[config.mk]
export PLATFORM = sky130hd
export DESIGN_NAME = packed_range_stream_decoder_top
export DESIGN_NICKNAME = d
export VERILOG_FILES = /design/src/hdl/prsd_pkg.sv /design/src/hdl/prsd_decoder.sv /design/src/hdl/prsd_result_fifo.sv /design/src/hdl/packed_range_stream_decoder_top.sv
export SDC_FILE = /design/constraint.sdc
export NUM_CORES = 1
export LEC_CHECK = 0
export ABC_AREA = 0
export ABC_CLOCK_PERIOD_IN_PS = 28500
export BUFFER_PORTS_ARGS = -buffer_cell sky130_fd_sc_hd__buf_2
export CAP_MARGIN = 25
export CORE_ASPECT_RATIO = 0.6
export CORE_MARGIN = 3
export CORE_UTILIZATION = 55
export CTS_CLUSTER_SIZE = 10
export DETAILED_ROUTE_END_ITERATION = 7
export GPL_TIMING_DRIVEN = 0
export PLACE_DENSITY = 0.73
export SLEW_MARGIN = 20
export SYNTH_ARGS = -nofsm -noshare
export SYNTH_HDL_FRONTEND = slang
export SYNTH_SLANG_ARGS = --single-unit
[constraint.sdc]
create_clock -name i_clk -period 28.5 [get_ports i_clk]
set_clock_uncertainty 0.05 [all_clocks]
set_input_delay 5.7 -clock i_clk [delete_from_list [all_inputs] [get_ports i_clk]]
set_output_delay 5.7 -clock i_clk [all_outputs]
set_load 0.02 [all_outputs]
[src/hdl/prsd_pkg.sv]
// ============================================================================
// prsd_pkg
// Shared types and helpers for the packed range stream decoder.
// ============================================================================
package prsd_pkg;

    // Delimiter byte that introduces a range size after an index
    localparam logic [7:0] DELIM_BYTE = 8'hFE;

    // Queue depth for decoded results
    localparam int unsigned QUEUE_DEPTH = 4;
    localparam int unsigned QUEUE_AW    = $clog2(QUEUE_DEPTH);

    // One decoded result
    typedef struct packed {
        logic [30:0] index_value;
        logic [30:0] range_size;
        logic        has_range;
        logic        corrupt;
        logic        buffer_done;
        logic        last_of_run;
    } t_result;

    // Results produced by one accepted byte (zero, one or two)
    typedef struct packed {
        logic [1:0] count;
        t_result    r0;
        t_result    r1;
    } t_push;

    // Lead byte decode: sequence length (0 = not a lead) and payload bits
    typedef struct packed {
        logic [2:0] len;
        logic [6:0] bits;
    } t_lead;

    function automatic t_lead lead_decode(input logic [7:0] b);
        t_lead l;
        l.len  = 3'd0;
        l.bits = 7'd0;
        if (b[7] == 1'b0) begin
            l.len  = 3'd1;
            l.bits = b[6:0];
        end else if (b[7:6] == 2'b10) begin
            l.len  = 3'd0;
        end else if (b[7:5] == 3'b110) begin
            l.len  = 3'd2;
            l.bits = {2'd0, b[4:0]};
        end else if (b[7:4] == 4'b1110) begin
            l.len  = 3'd3;
            l.bits = {3'd0, b[3:0]};
        end else if (b[7:3] == 5'b11110) begin
            l.len  = 3'd4;
            l.bits = {4'd0, b[2:0]};
        end else if (b[7:2] == 6'b111110) begin
            l.len  = 3'd5;
            l.bits = {5'd0, b[1:0]};
        end else if (b[7:1] == 7'b1111110) begin
            l.len  = 3'd6;
            l.bits = {6'd0, b[0]};
        end
        return l;
    endfunction

    function automatic t_result mk_result(input logic [30:0] idx, input logic [30:0] rng,
                                          input logic has, input logic cor);
        t_result r;
        r.index_value = idx;
        r.range_size  = rng;
        r.has_range   = has;
        r.corrupt     = cor;
        r.buffer_done = 1'b0;
        r.last_of_run = 1'b0;
        return r;
    endfunction

endpackage

[src/hdl/prsd_decoder.sv]
// ============================================================================
// prsd_decoder
// Per-byte decode state and next-state logic; yields up to two results.
// ============================================================================
module prsd_decoder (
    input  logic                 i_clk,
    input  logic                 i_rst_n,
    input  logic                 i_accept,
    input  logic [7:0]           i_data_byte,
    input  logic                 i_end_of_buffer,
    output prsd_pkg::t_push      o_push
);

    typedef enum logic [2:0] {
        PH_IDX_LEAD = 3'd0,
        PH_IDX_CONT = 3'd1,
        PH_HELD     = 3'd2,
        PH_RNG_LEAD = 3'd3,
        PH_RNG_CONT = 3'd4
    } t_phase;

    t_phase       r_phase, n_phase;
    logic [30:0]  r_acc, n_acc;
    logic [2:0]   r_left, n_left;
    logic [30:0]  r_held, n_held;
    logic         r_err, n_err;

    t_phase            ph;
    logic              bad;
    logic              skip;
    logic [1:0]        nres;
    prsd_pkg::t_lead   lead;
    prsd_pkg::t_result res [2];

    // Next state and results for the byte on the input
    always_comb begin
        n_phase = r_phase;
        n_acc   = r_acc;
        n_left  = r_left;
        n_held  = r_held;
        n_err   = r_err;
        ph      = r_phase;
        bad     = 1'b0;
        skip    = 1'b0;
        nres    = 2'd0;
        lead    = prsd_pkg::lead_decode(i_data_byte);
        res[0]  = prsd_pkg::mk_result(31'd0, 31'd0, 1'b0, 1'b0);
        res[1]  = prsd_pkg::mk_result(31'd0, 31'd0, 1'b0, 1'b0);

        if (r_err) begin
            // dropping until end of buffer
            if (i_end_of_buffer) begin
                n_phase = PH_IDX_LEAD;
                n_acc   = 31'd0;
                n_left  = 3'd0;
                n_held  = 31'd0;
                n_err   = 1'b0;
            end
        end else begin
            // held index: delimiter or flush
            if (ph == PH_HELD) begin
                if (i_data_byte == prsd_pkg::DELIM_BYTE) begin
                    ph   = PH_RNG_LEAD;
                    skip = 1'b1;
                end else begin
                    res[nres[0]] = prsd_pkg::mk_result(n_held, 31'd0, 1'b0, 1'b0);
                    nres = nres + 2'd1;
                    ph   = PH_IDX_LEAD;
                end
            end

            if (!skip) begin
                unique case (ph)
                    PH_IDX_CONT, PH_RNG_CONT: begin
                        if (i_data_byte[7:6] != 2'b10) begin
                            bad = 1'b1;
                        end else begin
                            n_acc  = {n_acc[24:0], i_data_byte[5:0]};
                            n_left = n_left - 3'd1;
                            if (n_left == 3'd0) begin
                                if (ph == PH_IDX_CONT) begin
                                    n_held = n_acc;
                                    ph     = PH_HELD;
                                end else begin
                                    res[nres[0]] = prsd_pkg::mk_result(n_held, n_acc,
                                                                       1'b1, 1'b0);
                                    nres = nres + 2'd1;
                                    ph   = PH_IDX_LEAD;
                                end
                            end
                        end
                    end
                    PH_RNG_LEAD: begin
                        if (lead.len == 3'd0) begin
                            bad = 1'b1;
                        end else if (lead.len == 3'd1) begin
                            res[nres[0]] = prsd_pkg::mk_result(n_held, {24'd0, lead.bits},
                                                               1'b1, 1'b0);
                            nres = nres + 2'd1;
                            ph   = PH_IDX_LEAD;
                        end else begin
                            n_acc  = {24'd0, lead.bits};
                            n_left = lead.len - 3'd1;
                            ph     = PH_RNG_CONT;
                        end
                    end
                    default: begin
                        if (lead.len == 3'd0) begin
                            bad = 1'b1;
                        end else if (lead.len == 3'd1) begin
                            n_held = {24'd0, lead.bits};
                            ph     = PH_HELD;
                        end else begin
                            n_acc  = {24'd0, lead.bits};
                            n_left = lead.len - 3'd1;
                            ph     = PH_IDX_CONT;
                        end
                    end
                endcase
            end

            // end of buffer: flush held index or flag a cut-off element
            if (!bad && i_end_of_buffer) begin
                if (ph == PH_HELD) begin
                    res[nres[0]] = prsd_pkg::mk_result(n_held, 31'd0, 1'b0, 1'b0);
                    nres = nres + 2'd1;
                end else if (ph != PH_IDX_LEAD) begin
                    bad = 1'b1;
                end
            end

            n_phase = ph;
            if (bad) begin
                res[nres[0]] = prsd_pkg::mk_result(31'd0, 31'd0, 1'b0, 1'b1);
                nres = nres + 2'd1;
            end
            if (bad || i_end_of_buffer) begin
                n_phase = PH_IDX_LEAD;
                n_acc   = 31'd0;
                n_left  = 3'd0;
                n_held  = 31'd0;
                n_err   = bad && !i_end_of_buffer;
            end

            // mark the final result of this byte
            if (nres != 2'd0) begin
                res[nres[0] ^ 1'b1].last_of_run = 1'b1;
                res[nres[0] ^ 1'b1].buffer_done = i_end_of_buffer;
            end
        end
    end

    // State registers
    always_ff @(posedge i_clk) begin
        if (!i_rst_n) begin
            r_phase <= PH_IDX_LEAD;
            r_acc   <= 31'd0;
            r_left  <= 3'd0;
            r_held  <= 31'd0;
            r_err   <= 1'b0;
        end else if (i_accept) begin
            r_phase <= n_phase;
            r_acc   <= n_acc;
            r_left  <= n_left;
            r_held  <= n_held;
            r_err   <= n_err;
        end
    end

    assign o_push.count = i_accept ? nres : 2'd0;
    assign o_push.r0    = res[0];
    assign o_push.r1    = res[1];

endmodule

[src/hdl/prsd_result_fifo.sv]
// ============================================================================
// prsd_result_fifo
// Small result queue: takes up to two results per cycle, hands out one.
// ============================================================================
module prsd_result_fifo (
    input  logic               i_clk,
    input  logic               i_rst_n,
    input  prsd_pkg::t_push    i_push,
    input  logic               i_pop,
    output logic               o_room,
    output logic               o_valid,
    output prsd_pkg::t_result  o_head
);

    localparam int unsigned AW = prsd_pkg::QUEUE_AW;

    prsd_pkg::t_result r_mem [prsd_pkg::QUEUE_DEPTH];
    logic [AW-1:0]     r_wr_ptr, n_wr_ptr;
    logic [AW-1:0]     r_rd_ptr, n_rd_ptr;
    logic [AW:0]       r_count, n_count;
    logic              pop_ok;

    assign pop_ok   = i_pop && (r_count != '0);
    assign n_wr_ptr = r_wr_ptr + AW'(i_push.count);
    assign n_rd_ptr = r_rd_ptr + AW'(pop_ok);
    assign n_count  = r_count + (AW+1)'(i_push.count) - (AW+1)'(pop_ok);

    // Storage writes
    always_ff @(posedge i_clk) begin
        if (i_push.count != 2'd0) begin
            r_mem[r_wr_ptr] <= i_push.r0;
        end
        if (i_push.count == 2'd2) begin
            r_mem[r_wr_ptr + AW'(1)] <= i_push.r1;
        end
    end

    // Pointers and fill level
    always_ff @(posedge i_clk) begin
        if (!i_rst_n) begin
            r_wr_ptr <= '0;
            r_rd_ptr <= '0;
            r_count  <= '0;
        end else begin
            r_wr_ptr <= n_wr_ptr;
            r_rd_ptr <= n_rd_ptr;
            r_count  <= n_count;
        end
    end

    // room for a worst-case byte (two results)
    assign o_room  = r_count <= (AW+1)'(prsd_pkg::QUEUE_DEPTH - 2);
    assign o_valid = r_count != '0;
    assign o_head  = r_mem[r_rd_ptr];

endmodule

[src/hdl/packed_range_stream_decoder_top.sv]
// ============================================================================
// packed_range_stream_decoder_top
// Decodes packed UTF-8 style posting indices with optional range sizes.
// ============================================================================
// One byte is taken per clock whenever the four-entry result queue has two
// free entries; the byte is decoded in the same cycle and its zero, one or
// two results are written to the queue. Results leave at one per cycle when
// tready is high, so a byte that yields two results (a held index flushed
// together with a new element or a corrupt report) takes two transfers. Corrupt
// input is reported once with zeroed value fields; later bytes are dropped
// without result up to and including the buffer's last byte (tlast).
// ============================================================================
module packed_range_stream_decoder_top (
    input  logic        i_clk,
    input  logic        i_rst_n,
    // input stream
    input  logic        i_s_axis_tvalid,
    output logic        o_s_axis_tready,
    input  logic [7:0]  i_s_axis_tdata,   // [7:0] data_byte
    input  logic        i_s_axis_tlast,   // end_of_buffer
    // result stream
    output logic        o_m_axis_tvalid,
    input  logic        i_m_axis_tready,
    output logic [63:0] o_m_axis_tdata,   // [30:0] index_value, [61:31] range_size
    output logic [2:0]  o_m_axis_tuser,   // [0] has_range, [1] corrupt, [2] last_of_run
    output logic        o_m_axis_tlast    // buffer_done
);

    logic              accept;
    logic              room;
    prsd_pkg::t_push   push;
    prsd_pkg::t_result head;

    assign o_s_axis_tready = room;
    assign accept          = i_s_axis_tvalid && room;

    prsd_decoder u_decoder (
        .i_clk           (i_clk),
        .i_rst_n         (i_rst_n),
        .i_accept        (accept),
        .i_data_byte     (i_s_axis_tdata),
        .i_end_of_buffer (i_s_axis_tlast),
        .o_push          (push)
    );

    prsd_result_fifo u_result_fifo (
        .i_clk   (i_clk),
        .i_rst_n (i_rst_n),
        .i_push  (push),
        .i_pop   (i_m_axis_tready),
        .o_room  (room),
        .o_valid (o_m_axis_tvalid),
        .o_head  (head)
    );

    // result transfer packing
    assign o_m_axis_tdata = {2'b00, head.range_size, head.index_value};
    assign o_m_axis_tuser = {head.last_of_run, head.corrupt, head.has_range};
    assign o_m_axis_tlast = head.buffer_done;

endmodule
==> flow_summary.yaml <==
yosys:
  ys_types: 74
  ys_seq_area_share_pct: 56.1
  synth_ff_type: "edfxtp_1"
  synth-seq-cells: 334
  synth-compound-area-share_pct: 13.3
  synthArstFlopShare_pct: 0
  yosys_warnings: 0
  syn_inst: 1492
  synth_edf_count: 264
  yosys.area_share.simple_pct: 16.0
  synthAdderAreaFrac_pct: 1.25
  syn_area_per_cell_sq_um: 11.1
  synthMuxAreaShare_pct: 9.40
  synth-xor-area-share_pct: 0.474
  synth_top_family_by_area: "simple AND/OR/NAND/NOR gates"
  syn-cell-area_sq_um: 16600
die:
  core_region_area_sq_um: 29200
  fp.dieH_microns: 141
  rows: 48
  start_util_pct: 56.8
  dieArea_sq_um: 32400
  die_w_microns: 230
  io_pins: 83
final_layout:
  layout.cells.non_filler: 2061
  syn_to_final_growth_pct: 15.0
  layout.area.seq_sq_um: 9330
  final_common_cell: "edfxtp_1"
  postLayoutCellArea_sq_um: 19100
  n_fill_cell: 2326
  layout_common_cells: "edfxtp_1, nand2_1, nor2_1, o21ai_0, buf_2"
  drive_above_1_share_pct: 16.9
  nNetsFinal: 1661
  multi_input_area_sq_um: 6770
clocking:
  cts-root-buf: "clkbuf_16"
  htreeDepth: 2
  postCtsSetupBuffers: 0
  cts_hold_buf: 0
  cts_tree: "done"
  numCtsBuffers: 39
  clk_latency_ns: 0.55
  cts_max_path_buffers: 3
  clock_sinks: 334
  cts.reportedPaths.clkPinSlew_ns: 0.06
  cts_resized: 0
worst_setup_path:
  crit_type: "primary input to register"
  cpLargestDelayFamily: "compound AO/OA/AOI/OAI gates"
  rrSetupSlack_ns: 21.39
  r2r-start: "u_decoder.r_phase[2]"
  path_max_fanout: 17
  crit_start: "i_s_axis_tdata[2]"
  cp_slowest_stage_delay_ns: 0.65
  r2r-end: "u_result_fifo.r_mem[3][47]"
  crit_path_end_kind: "register"
  crit_path_end: "u_result_fifo.r_mem[3][47]"
  path_buf_inv: 8
  cp_num_cells: 22
  worst-endpoint-arrival_ns: 12.44
  critPathRequiredTime_ns: 28.70
  crit_slowest_cell: "nor2_1"
  critPathLaunchType: "primary input"
  ff2ff_path_depth: 17
  crit_chain: "buf_2 -> inv_1 -> a21boi_0 -> o31ai_1 -> inv_1 -> ha_1 -> o211ai_1 -> o31ai_1 -> a221o_1 -> nor4_4 -> buf_4 -> clkbuf_1 -> a21oi_1 -> nor2_1 -> ha_1 -> or2_2 -> clkbuf_1 -> nor2_1 -> o21ai_0 -> a21boi_4 -> buf_16 -> buf_16"
sta:
  finalMaxSlewViolations: 0
  setup_viol: 0
  fmax_mhz: 81.7
  worst_slew_pin_slew_ns: 1.07
  rsz0062_at_grt: "false"
  final.setup.tns_ns: 0
  finalHoldViolCount: 0
  setup_ws_ns: 16.26
  fin_crit_sh_pct: 42.9
  layout_min_cycle_time_ns: 12.24
  slew_headroom_pct: 28.9
route:
  drt-total-wl_mm: 49.6
  dr.pass1.iters: 6
  antenna_left: 0
  via_count: 13290
  drt_iter0_drc: 1939
  viasPerCell: 6.45
  drc: 0
  wire_per_inst_microns: 24.1
placement:
  portBuffers: 78
  routabilityCongestion: 1.04
  place_inst: 1990
  pre_cts_slack_ns: 16.09
  placed_area_sq_um: 18000
  dpl.hpwl_mm: 35.9
job:
  max_cap_violations: 0
grt:
  track_usage_pct: 30.9
  grt_max_degree: 21
  grt_pass1_wl_mm: 76.7
  grt_pass1_vias: 12773
  antenna_found_initial: 2
  overflow: 0
pwr:
  clock_power_share_pct: 33.4
  p_leak_nw: 6.33
  pwr-share-seq_pct: 41.5
  netSwitchingFraction_pct: 30.8
  power.switching_uw: 419
  ir_drop_mv: 0.0694
  combinationalPowerShare_pct: 25.2
  p_per_area_nw_per_um2: 71.3
  internal_power_uw: 943
  p_total_mw: 1.36
status:
  status: "finished clean"
min_path:
  hp-class: "register to register"
==> synthesized netlist by cell type, types with 9 or more instances <==
cell type | instances | share of area (%)
dfxtp_1 | 70 | 8.4
o22ai_1 | 28 | 1.1
nand4_1 | 42 | 1.6
nand2_1 | 217 | 4.9
a211oi_1 | 9 | 0.41
nor2_1 | 159 | 3.6
a21boi_0 | 9 | 0.41
buf_1 | 11 | 0.25
and2_1 | 32 | 1.2
ha_1 | 15 | 1.1
o21ai_1 | 10 | 0.30
a22oi_1 | 43 | 1.9
a21oi_1 | 58 | 1.7
nor2b_1 | 53 | 2.0
buf_2 | 34 | 1.0
inv_1 | 21 | 0.47
nand3_1 | 12 | 0.36
mux4_2 | 66 | 8.9
edfxtp_1 | 264 | 48
o21ai_0 | 137 | 4.1
clkbuf_1 | 68 | 1.5
==> power groups by stage <==
stage | Clock, mW | Sequential, mW | Combinational, mW
CTS | 0.457 | 0.565 | 0.341
detailed placement | 0 | 0.575 | 0.340
finish | 0.454 | 0.565 | 0.343
global route | 0.480 | 0.568 | 0.365
floorplan | 0 | 0.575 | 0.226
global placement | 0 | 0.583 | 0.320
==> worst min path at each step <==
stage | startpoint | end | slack, ns | cells past startpoint
6_report | u_decoder.r_held[30] | u_decoder.r_held[30] | 0.46 | 2
5_1_grt | u_decoder.r_held[1] | u_decoder.r_held[1] | 0.49 | 2
4_1_cts | u_decoder.r_held[1] | u_decoder.r_held[1] | 0.46 | 2
3_5_place_dp | u_decoder.r_held[1] | u_decoder.r_held[1] | 0.44 | 2
3_3_place_gp | u_decoder.r_held[1] | u_decoder.r_held[1] | 0.41 | 2
2_1_floorplan | u_decoder.r_held[1] | u_decoder.r_held[1] | 0.40 | 2
==> final cells by class <==
type                            instances  area share, %
Clock buffer                           63           5.58
Buffer                                117           2.61
Timing Repair Buffer                   98           4.14
Sequential cell                       334           48.8
Multi-Input combinational cell       1021           35.4
Antenna cell                            2         0.0262
Tap cell                              400           2.62
Inverter                               21          0.413
Clock inverter                          5          0.341
==> worst min-delay path: stages (launching register included) <==
cell	delay, ns
dfxtp_1	0.32
o21ai_0	0.07
a21boi_0	0.07
==> layer usage <==
| layer | part of all wire (%) | global-route usage, % | up-vias |
|---|---|---|---|
| met4 | 2.2 | 9.08 | 0 |
| li1 | - | - | 5835 |
| met5 | 0 | 0 | - |
| met1 | 42 | 47.8 | 6466 |
| met2 | 42 | 43.1 | 890 |
| met3 | 13 | 8.10 | 99 |
==> registers in the layout (all words and copies together), names as in the netlist <==
signal,count
u_result_fifo.r_wr_ptr,2
u_decoder.r_left,3
u_result_fifo.r_mem,264
u_decoder.r_held,31
u_decoder.r_phase,3
u_result_fifo.r_count,3
u_result_fifo.r_rd_ptr,2
u_decoder.r_err,1
u_decoder.r_acc,25
==> metrics by stage <==
| stage | util (%) | hold slack (ns) |
|---|---|---|
| floorplan | - | 0.401 |
| global placement | 59.9 | 0.411 |
| detailed placement | 61.4 | 0.439 |
| CTS | 65.3 | 0.455 |
| global route | 65.3 | 0.486 |
| finish | 65.3 | 0.462 |
==> cell families (layout without fill, tap and decap cells) <==
logic type                 after synthesis  count (layout)
AOI/OAI and AO/OA                      354             354
xor gates and xnor gates                 9               9
adders and majority gates               16              16
buffers and inverters                  138             304
DFF                                    334             334
muxes                                   73              73
other                                    1               4
and+or+nand+nor                        567             567
(Power assumes the default switching activity.)
